[src/isc_pkg.sv]
`timescale 1ns / 1ps

package isc_pkg;

    // Field widths of the stream payloads.
    localparam int DATA_W     = 32;
    localparam int KIND_W     = 3;
    localparam int IDX_W      = 10;
    localparam int STATUS_W   = 3;
    localparam int DEPTH_W    = 11;
    localparam int S_TDATA_W  = 48;
    localparam int M_TDATA_W  = 48;

    // Operation codes carried in the input tuser.
    typedef enum logic [KIND_W-1:0] {
        OP_PUSH        = 3'd0,
        OP_POP         = 3'd1,
        OP_PEEK_BOTTOM = 3'd2,
        OP_PEEK_TOP    = 3'd3,
        OP_ADD         = 3'd4,
        OP_SUB         = 3'd5,
        OP_MUL         = 3'd6,
        OP_DIV         = 3'd7
    } t_op;

    // Result status codes carried in the output tuser.
    typedef enum logic [STATUS_W-1:0] {
        ST_OK      = 3'd0,
        ST_EMPTY   = 3'd1,
        ST_RANGE   = 3'd2,
        ST_FEW     = 3'd3,
        ST_DIVZERO = 3'd4,
        ST_FULL    = 3'd5
    } t_status;

    // Controller states.
    typedef enum logic [2:0] {
        S_IDLE,
        S_DECODE,
        S_RDATA,
        S_OPB,
        S_OPA,
        S_ALU,
        S_DIV,
        S_FINISH
    } t_state;

    // Stack read address source.
    typedef enum logic [1:0] {
        RD_TOP,
        RD_NEXT,
        RD_BOTTOM,
        RD_FROM_TOP
    } t_rd_sel;

    // Stack write data source.
    typedef enum logic [1:0] {
        WR_PUSH,
        WR_ALU,
        WR_DIV
    } t_wr_sel;

    // Entry count update.
    typedef enum logic [1:0] {
        CNT_HOLD,
        CNT_INC,
        CNT_DEC,
        CNT_DEC2
    } t_cnt_op;

    // Result value source.
    typedef enum logic [1:0] {
        VAL_ZERO,
        VAL_RDATA,
        VAL_ALU,
        VAL_DIV
    } t_val_sel;

    // Commands from the controller to the datapath.
    typedef struct packed {
        logic     load;
        logic     rd_en;
        t_rd_sel  rd_sel;
        logic     wr_en;
        t_wr_sel  wr_sel;
        t_cnt_op  cnt_op;
        logic     val_en;
        t_val_sel val_sel;
        logic     status_en;
        t_status  status;
        logic     cap_a;
        logic     cap_b;
        logic     div_start;
        logic     out_load;
    } t_dp_cmd;

    // Status from the datapath to the controller.
    typedef struct packed {
        t_op  op;
        logic full;
        logic empty;
        logic idx_ok;
        logic few;
        logic b_zero;
        logic div_done;
        logic out_free;
    } t_dp_sts;

endpackage

[src/isc_ctrl.sv]
`timescale 1ns / 1ps

module isc_ctrl
    import isc_pkg::*;
(
    input  logic    i_clk,
    input  logic    i_rst_n,
    input  logic    i_s_valid,
    output logic    o_s_ready,
    input  t_dp_sts i_sts,
    output t_dp_cmd o_cmd
);

    t_state r_state;
    t_state n_state;

    // State register.
    always_ff @(posedge i_clk) begin
        if (!i_rst_n) begin
            r_state <= S_IDLE;
        end else begin
            r_state <= n_state;
        end
    end

    // Next state and datapath commands.
    always_comb begin
        n_state         = r_state;
        o_s_ready       = 1'b0;
        o_cmd.load      = 1'b0;
        o_cmd.rd_en     = 1'b0;
        o_cmd.rd_sel    = RD_TOP;
        o_cmd.wr_en     = 1'b0;
        o_cmd.wr_sel    = WR_PUSH;
        o_cmd.cnt_op    = CNT_HOLD;
        o_cmd.val_en    = 1'b0;
        o_cmd.val_sel   = VAL_ZERO;
        o_cmd.status_en = 1'b0;
        o_cmd.status    = ST_OK;
        o_cmd.cap_a     = 1'b0;
        o_cmd.cap_b     = 1'b0;
        o_cmd.div_start = 1'b0;
        o_cmd.out_load  = 1'b0;

        unique case (r_state)
            S_IDLE: begin
                o_s_ready = 1'b1;
                if (i_s_valid) begin
                    o_cmd.load = 1'b1;
                    n_state    = S_DECODE;
                end
            end
            S_DECODE: begin
                // Every item starts from a zero value and, unless decode finds an error, an ok status.
                o_cmd.val_en    = 1'b1;
                o_cmd.val_sel   = VAL_ZERO;
                o_cmd.status_en = 1'b1;
                o_cmd.status    = ST_OK;
                unique case (i_sts.op)
                    OP_PUSH: begin
                        n_state = S_FINISH;
                        if (i_sts.full) begin
                            o_cmd.status = ST_FULL;
                        end else begin
                            o_cmd.wr_en  = 1'b1;
                            o_cmd.wr_sel = WR_PUSH;
                            o_cmd.cnt_op = CNT_INC;
                        end
                    end
                    OP_POP: begin
                        if (i_sts.empty) begin
                            o_cmd.status = ST_EMPTY;
                            n_state      = S_FINISH;
                        end else begin
                            o_cmd.rd_en  = 1'b1;
                            o_cmd.rd_sel = RD_TOP;
                            o_cmd.cnt_op = CNT_DEC;
                            n_state      = S_RDATA;
                        end
                    end
                    OP_PEEK_BOTTOM, OP_PEEK_TOP: begin
                        if (!i_sts.idx_ok) begin
                            o_cmd.status = ST_RANGE;
                            n_state      = S_FINISH;
                        end else begin
                            o_cmd.rd_en  = 1'b1;
                            o_cmd.rd_sel = (i_sts.op == OP_PEEK_TOP) ? RD_FROM_TOP
                                                                     : RD_BOTTOM;
                            n_state      = S_RDATA;
                        end
                    end
                    default: begin
                        if (i_sts.few) begin
                            o_cmd.status = ST_FEW;
                            n_state      = S_FINISH;
                        end else begin
                            o_cmd.rd_en  = 1'b1;
                            o_cmd.rd_sel = RD_TOP;
                            n_state      = S_OPB;
                        end
                    end
                endcase
            end
            S_RDATA: begin
                o_cmd.val_en  = 1'b1;
                o_cmd.val_sel = VAL_RDATA;
                n_state       = S_FINISH;
            end
            S_OPB: begin
                // Top entry arrives; fetch the one below it.
                o_cmd.cap_b  = 1'b1;
                o_cmd.rd_en  = 1'b1;
                o_cmd.rd_sel = RD_NEXT;
                n_state      = S_OPA;
            end
            S_OPA: begin
                o_cmd.cap_a  = 1'b1;
                o_cmd.cnt_op = CNT_DEC2;
                if (i_sts.op != OP_DIV) begin
                    n_state = S_ALU;
                end else if (i_sts.b_zero) begin
                    // Both operands are gone and nothing goes back.
                    o_cmd.status_en = 1'b1;
                    o_cmd.status    = ST_DIVZERO;
                    n_state         = S_FINISH;
                end else begin
                    o_cmd.div_start = 1'b1;
                    n_state         = S_DIV;
                end
            end
            S_ALU: begin
                o_cmd.wr_en   = 1'b1;
                o_cmd.wr_sel  = WR_ALU;
                o_cmd.val_en  = 1'b1;
                o_cmd.val_sel = VAL_ALU;
                o_cmd.cnt_op  = CNT_INC;
                n_state       = S_FINISH;
            end
            S_DIV: begin
                if (i_sts.div_done) begin
                    o_cmd.wr_en   = 1'b1;
                    o_cmd.wr_sel  = WR_DIV;
                    o_cmd.val_en  = 1'b1;
                    o_cmd.val_sel = VAL_DIV;
                    o_cmd.cnt_op  = CNT_INC;
                    n_state       = S_FINISH;
                end
            end
            S_FINISH: begin
                if (i_sts.out_free) begin
                    o_cmd.out_load = 1'b1;
                    n_state        = S_IDLE;
                end
            end
        endcase
    end

endmodule

[config.mk]
export PLATFORM = sky130hd
export DESIGN_NAME = isc_ctrl
export DESIGN_NICKNAME = d
export VERILOG_FILES = /design/src/isc_pkg.sv /design/src/isc_ctrl.sv
export SDC_FILE = /design/constraint.sdc
export NUM_CORES = 1
export LEC_CHECK = 0
export BUFFER_PORTS_ARGS = -buffer_cell sky130_fd_sc_hd__clkbuf_2
export CORE_AREA = 3 3 40 42
export CTS_CLUSTER_SIZE = 28
export DETAILED_ROUTE_END_ITERATION = 8
export DIE_AREA = 0 0 43 45
export PLACE_DENSITY = 0.71
export SKIP_LAST_GASP = 1
export SLEW_MARGIN = 30
export SYNTH_ARGS = -nofsm -noshare
export SYNTH_HDL_FRONTEND = slang
export SYNTH_SLANG_ARGS = --single-unit
[constraint.sdc]
create_clock -name i_clk -period 2.7 [get_ports i_clk]
set_clock_uncertainty 0.15 [all_clocks]
set_input_delay 0.27 -clock i_clk [delete_from_list [all_inputs] [get_ports i_clk]]
set_output_delay 0.27 -clock i_clk [all_outputs]
set_load 0.05 [all_outputs]
Yosys cells after proc, flatten, opt, wreduce, memory -nomap -nowiden
Cells that the tools add are included.
- flip-flop bits (word level): 3
- bits of input ports: 13
- output and inout port bits: 21
- logic and storage cells: 62
- eq/ne operators: 14
- multiplexer cells: 42
- reductions and logical operators: 5
- operator list (kind ; count):
    3-bit two-way mux ; 12
    3-bit case mux with 3 select lines ; 4
    3-bit case mux with 7 select lines ; 1
    1-bit two-way mux ; 13
    3-bit by 2-bit == test with 1-bit output, second input constant ; 4
    3-bit == test, second input constant ; 4
    3-bit case mux with 4 select lines ; 1
    4-bit two-way mux ; 2
    8-bit two-way mux ; 1
    2-bit case mux with 4 select lines ; 1
    4-bit case mux with 2 select lines ; 1
    3-bit by 1-bit == test with 1-bit output, second input constant ; 2
    3-bit logical NOT ; 2
    2-bit two-way mux ; 3
    2-bit != test, second input constant ; 3
    3-bit case mux with 2 select lines ; 1
    5-bit two-way mux ; 1
    2-bit case mux with 2 select lines ; 1
    2-bit OR reduction ; 2
    3-bit != test, second input constant ; 1
    3-bit AND reduction ; 1

Depth between registers and ports, before layout
- word-level depth: 5
- depth in mapped cells: 5
- mapped depth without buffers: 4

Worst setup path before layout
OpenSTA, ideal clock, no wires.
- kind: reg2out
- start point: register r_state[0]
- end point: output port o_cmd[1] (netlist bit)
- arrival time: 2.594 ns
- data required time: 2.280 ns
- path slack: -0.314 ns
- stages on the path, launching flop included: 4
- path buffers: 0
- cells stage by stage: dfxtp_1 nor3b_1 nand4_1 nor2_1
- RTL lines (what ; line ; source):
    from (decl) ; isc_ctrl.sv:14 ; t_state r_state;
    from (signal assigned) ; isc_ctrl.sv:22 ; r_state <= n_state;
    to (decl) ; isc_ctrl.sv:11 ; output t_dp_cmd o_cmd

==> results.yml <==
timing:
  max_freq_ghz: 0.420
  setup_tns_ps: 0
  relSlewSlack: 0.680
  setup_viol: 0
  tightest_slew_ps: 479
  slew_violations: 0
  post-route-period-util: 0.881
  min_period_ps: 2380
  rsz0062_at_grt: "no"
  hold_viol_final: 0
routing:
  totalWireLength_mm: 1.31
  wl_met3_um: 107
  wl_met1_um: 610
  via_per_inst: 5.13
  drt_iter0_markers: 14
  dr.max_layer_used: "met3"
  postRouteAntennaNets: 0
  drt-wirelength-per-cell_um: 11.0
  met2_length_um: 593
  post-route-drc-count: 0
  via_count: 610
  first_pass_iters: 4
logic_synthesis:
  netlist_area_um2: 463
  synth.area.top_cells: "dfxtp_1 13%, a21oi_1 6.5%, nand2_1 6.5%"
  netlist.area_leader.share: 0.130
  synth_edf_count: 0
  yosys-top-cells-count: "8 x nand2_1, 8 x nor2_1, 6 x a21oi_1"
  yosysUniqueCellTypes: 28
  async_flop_share: 0
  postSynthCellCount: 71
  yosysWarnings: 0
  ys.flop_type: "dfxtp_1"
  ys_ff_latch: 3
  yosys.area.top_type: "dfxtp_1"
  synth_seq_area_share: 0.130
  syn_area_per_cell_um2: 6.52
  syn-num-nets: 84
worst_hold_path:
  holdPathEnd: "r_state[0]"
  hp-class: "in -> reg"
  hold_depth: 2
  worstHoldStart: "i_rst_n"
floorplanning:
  ios: 34
  fp.dieH_um: 45
  core_um2: 1280
  rows: 13
  die_w_um: 43
  die_area_um2: 1940
  start_util: 0.360
placement:
  dp_cells: 115
  dp_hpwl_mm: 1.07
  gp_congestion: 0.830
  port-buffer-count: 33
job:
  cap_violations: 0
finish:
  n_fill_cell: 136
  n_antenna_cell: 0
  top_register: "r_state"
  top_regs: "r_state: 3 flops"
  largest_register_ffs: 3
  nets: 118
  final_layout_size_suffix_gt1_frac: 0.423
  final-instance-count-excl-fill: 119
  area_growth_pct: 44.6
clocking:
  cts_root_buf: "clkbuf_4"
  clk_pin_slew_ps: 40
  cts_buffer_depth: 2
  cts_tree: "yes"
  clk_latency_ps: 230
  cts.repair.resized: 0
  numCtsBuffers: 3
  post_cts.repair.setup_buffers: 0
  cts.hold.buffers_added: 0
  h-tree-depth: 1
  cts_sinks: 3
power:
  p_leak_nw: 0.346
  p_per_area_nw_per_um2: 1250
  ir_worst_vdd_mv: 0.697
critical_path:
  rr_worst_depth: 3
  path_max_fanout: 17
  crit_path_top_delay_cell: "or3b_1"
  endpoint_kind: "output pin"
  r2r-end: "r_state[0]"
  critPathLaunchType: "flop"
  r2r-start: "r_state[1]"
  worstSetupPathType: "reg -> out"
  rrSetupSlack_ps: 1030
  cp_slowest_stage_delay_ps: 550
  worstPathRequired_ps: 2280
  crit_arrival_ps: 1960
  cp_cell_sequence: "or3b_1 > nor4_4 > a22o_4 > or2_1 > clkbuf_2"
grt:
  grt_pass1_wl_mm: 2.19
  grt_max_degree: 18
  grt_pass1_vias: 550
  grt_overflow: 0
  antenna_found_initial: 0
  grt_usage: 0.142
status:
  outcome: "completed"
worst max-delay path, delay by kind of cell, from the launching register on:
family                 cells  cell delay, ps
buffers and inverters      1             270
flip-flops                 1             440
AND/OR/NAND/NOR            3             860
AO/OA/AOI/OAI              1             150
stage by stage:
step	setup WS (ps)	hold WS (ps)	utilization	power, mW	cell area, um^2
2_1_floorplan	37.7	237	-	0.632	473
3_3_place_gp	610	380	0.500	0.758	643
3_5_place_dp	568	385	0.500	0.760	643
4_1_cts	318	144	0.521	0.843	669
5_1_grt	220	159	0.521	0.890	669
6_report	321	146	0.521	0.836	669
placed cells by master (no fill, tap or decap), types with 2 or more instances in the layout:
master | Yosys | routed
a21oi_1 | 6 | 6
nor3b_2 | 0 | 2
o21ai_0 | 4 | 4
a21boi_0 | 2 | 2
nand2_1 | 8 | 8
clkbuf_2 | 0 | 33
inv_1 | 4 | 4
nor2_1 | 8 | 8
dfxtp_1 | 3 | 3
nor2b_1 | 3 | 3
and2_1 | 3 | 3
or3_1 | 2 | 2
nor3_1 | 4 | 4
clkbuf_4 | 0 | 3
nand4_1 | 2 | 2
nand2b_1 | 3 | 3
power by group:
part / leakage (nW) / internal [mW] / total (mW) / switching (mW)
clock network: 0.0150 / 0.0554 / 0.0783 / 0.0229
registers: 0.0250 / 0.0638 / 0.118 / 0.0540
logic: 0.306 / 0.169 / 0.640 / 0.471
total: 0.346 / 0.288 / 0.836 / 0.548
area by class of cell:
class,instances,area (um^2),share of cell area
Sequential cell,3,60.1,0.0897
Inverter,4,15.0,0.0224
Clock buffer,4,26.3,0.0393
Tap cell,15,18.8,0.0280
Timing Repair Buffer,34,173,0.258
Multi-Input combinational cell,59,377,0.563
worst max-delay path by stage:
| stage | from | end | cells past startpoint |
|---|---|---|---|
| after floorplan | r_state[0] | o_cmd[19] | 3 |
| final | r_state[1] | o_cmd[11] | 5 |
| after CTS | r_state[1] | o_cmd[11] | 5 |
| after detailed placement | r_state[1] | o_cmd[11] | 5 |
| after global placement | r_state[1] | o_cmd[11] | 5 |
| after global routing | r_state[1] | o_cmd[11] | 5 |
per-layer routing:
metal / global-route usage / up-vias
li1: - / 311
met1: 0.175 / 270
met2: 0.251 / 29
met3: 0.0319 / 0
met4: 0.0361 / 0
met5: 0 / -
kinds of logic after synthesis:
kind of cell	Yosys count	synth area share
AO/OA/AOI/OAI	17	0.268
multiplexers	1	0.0216
flip-flops	3	0.130
AND/OR/NAND/NOR	41	0.503
buffers and inverters	9	0.0784
(Power assumes the default switching activity.)
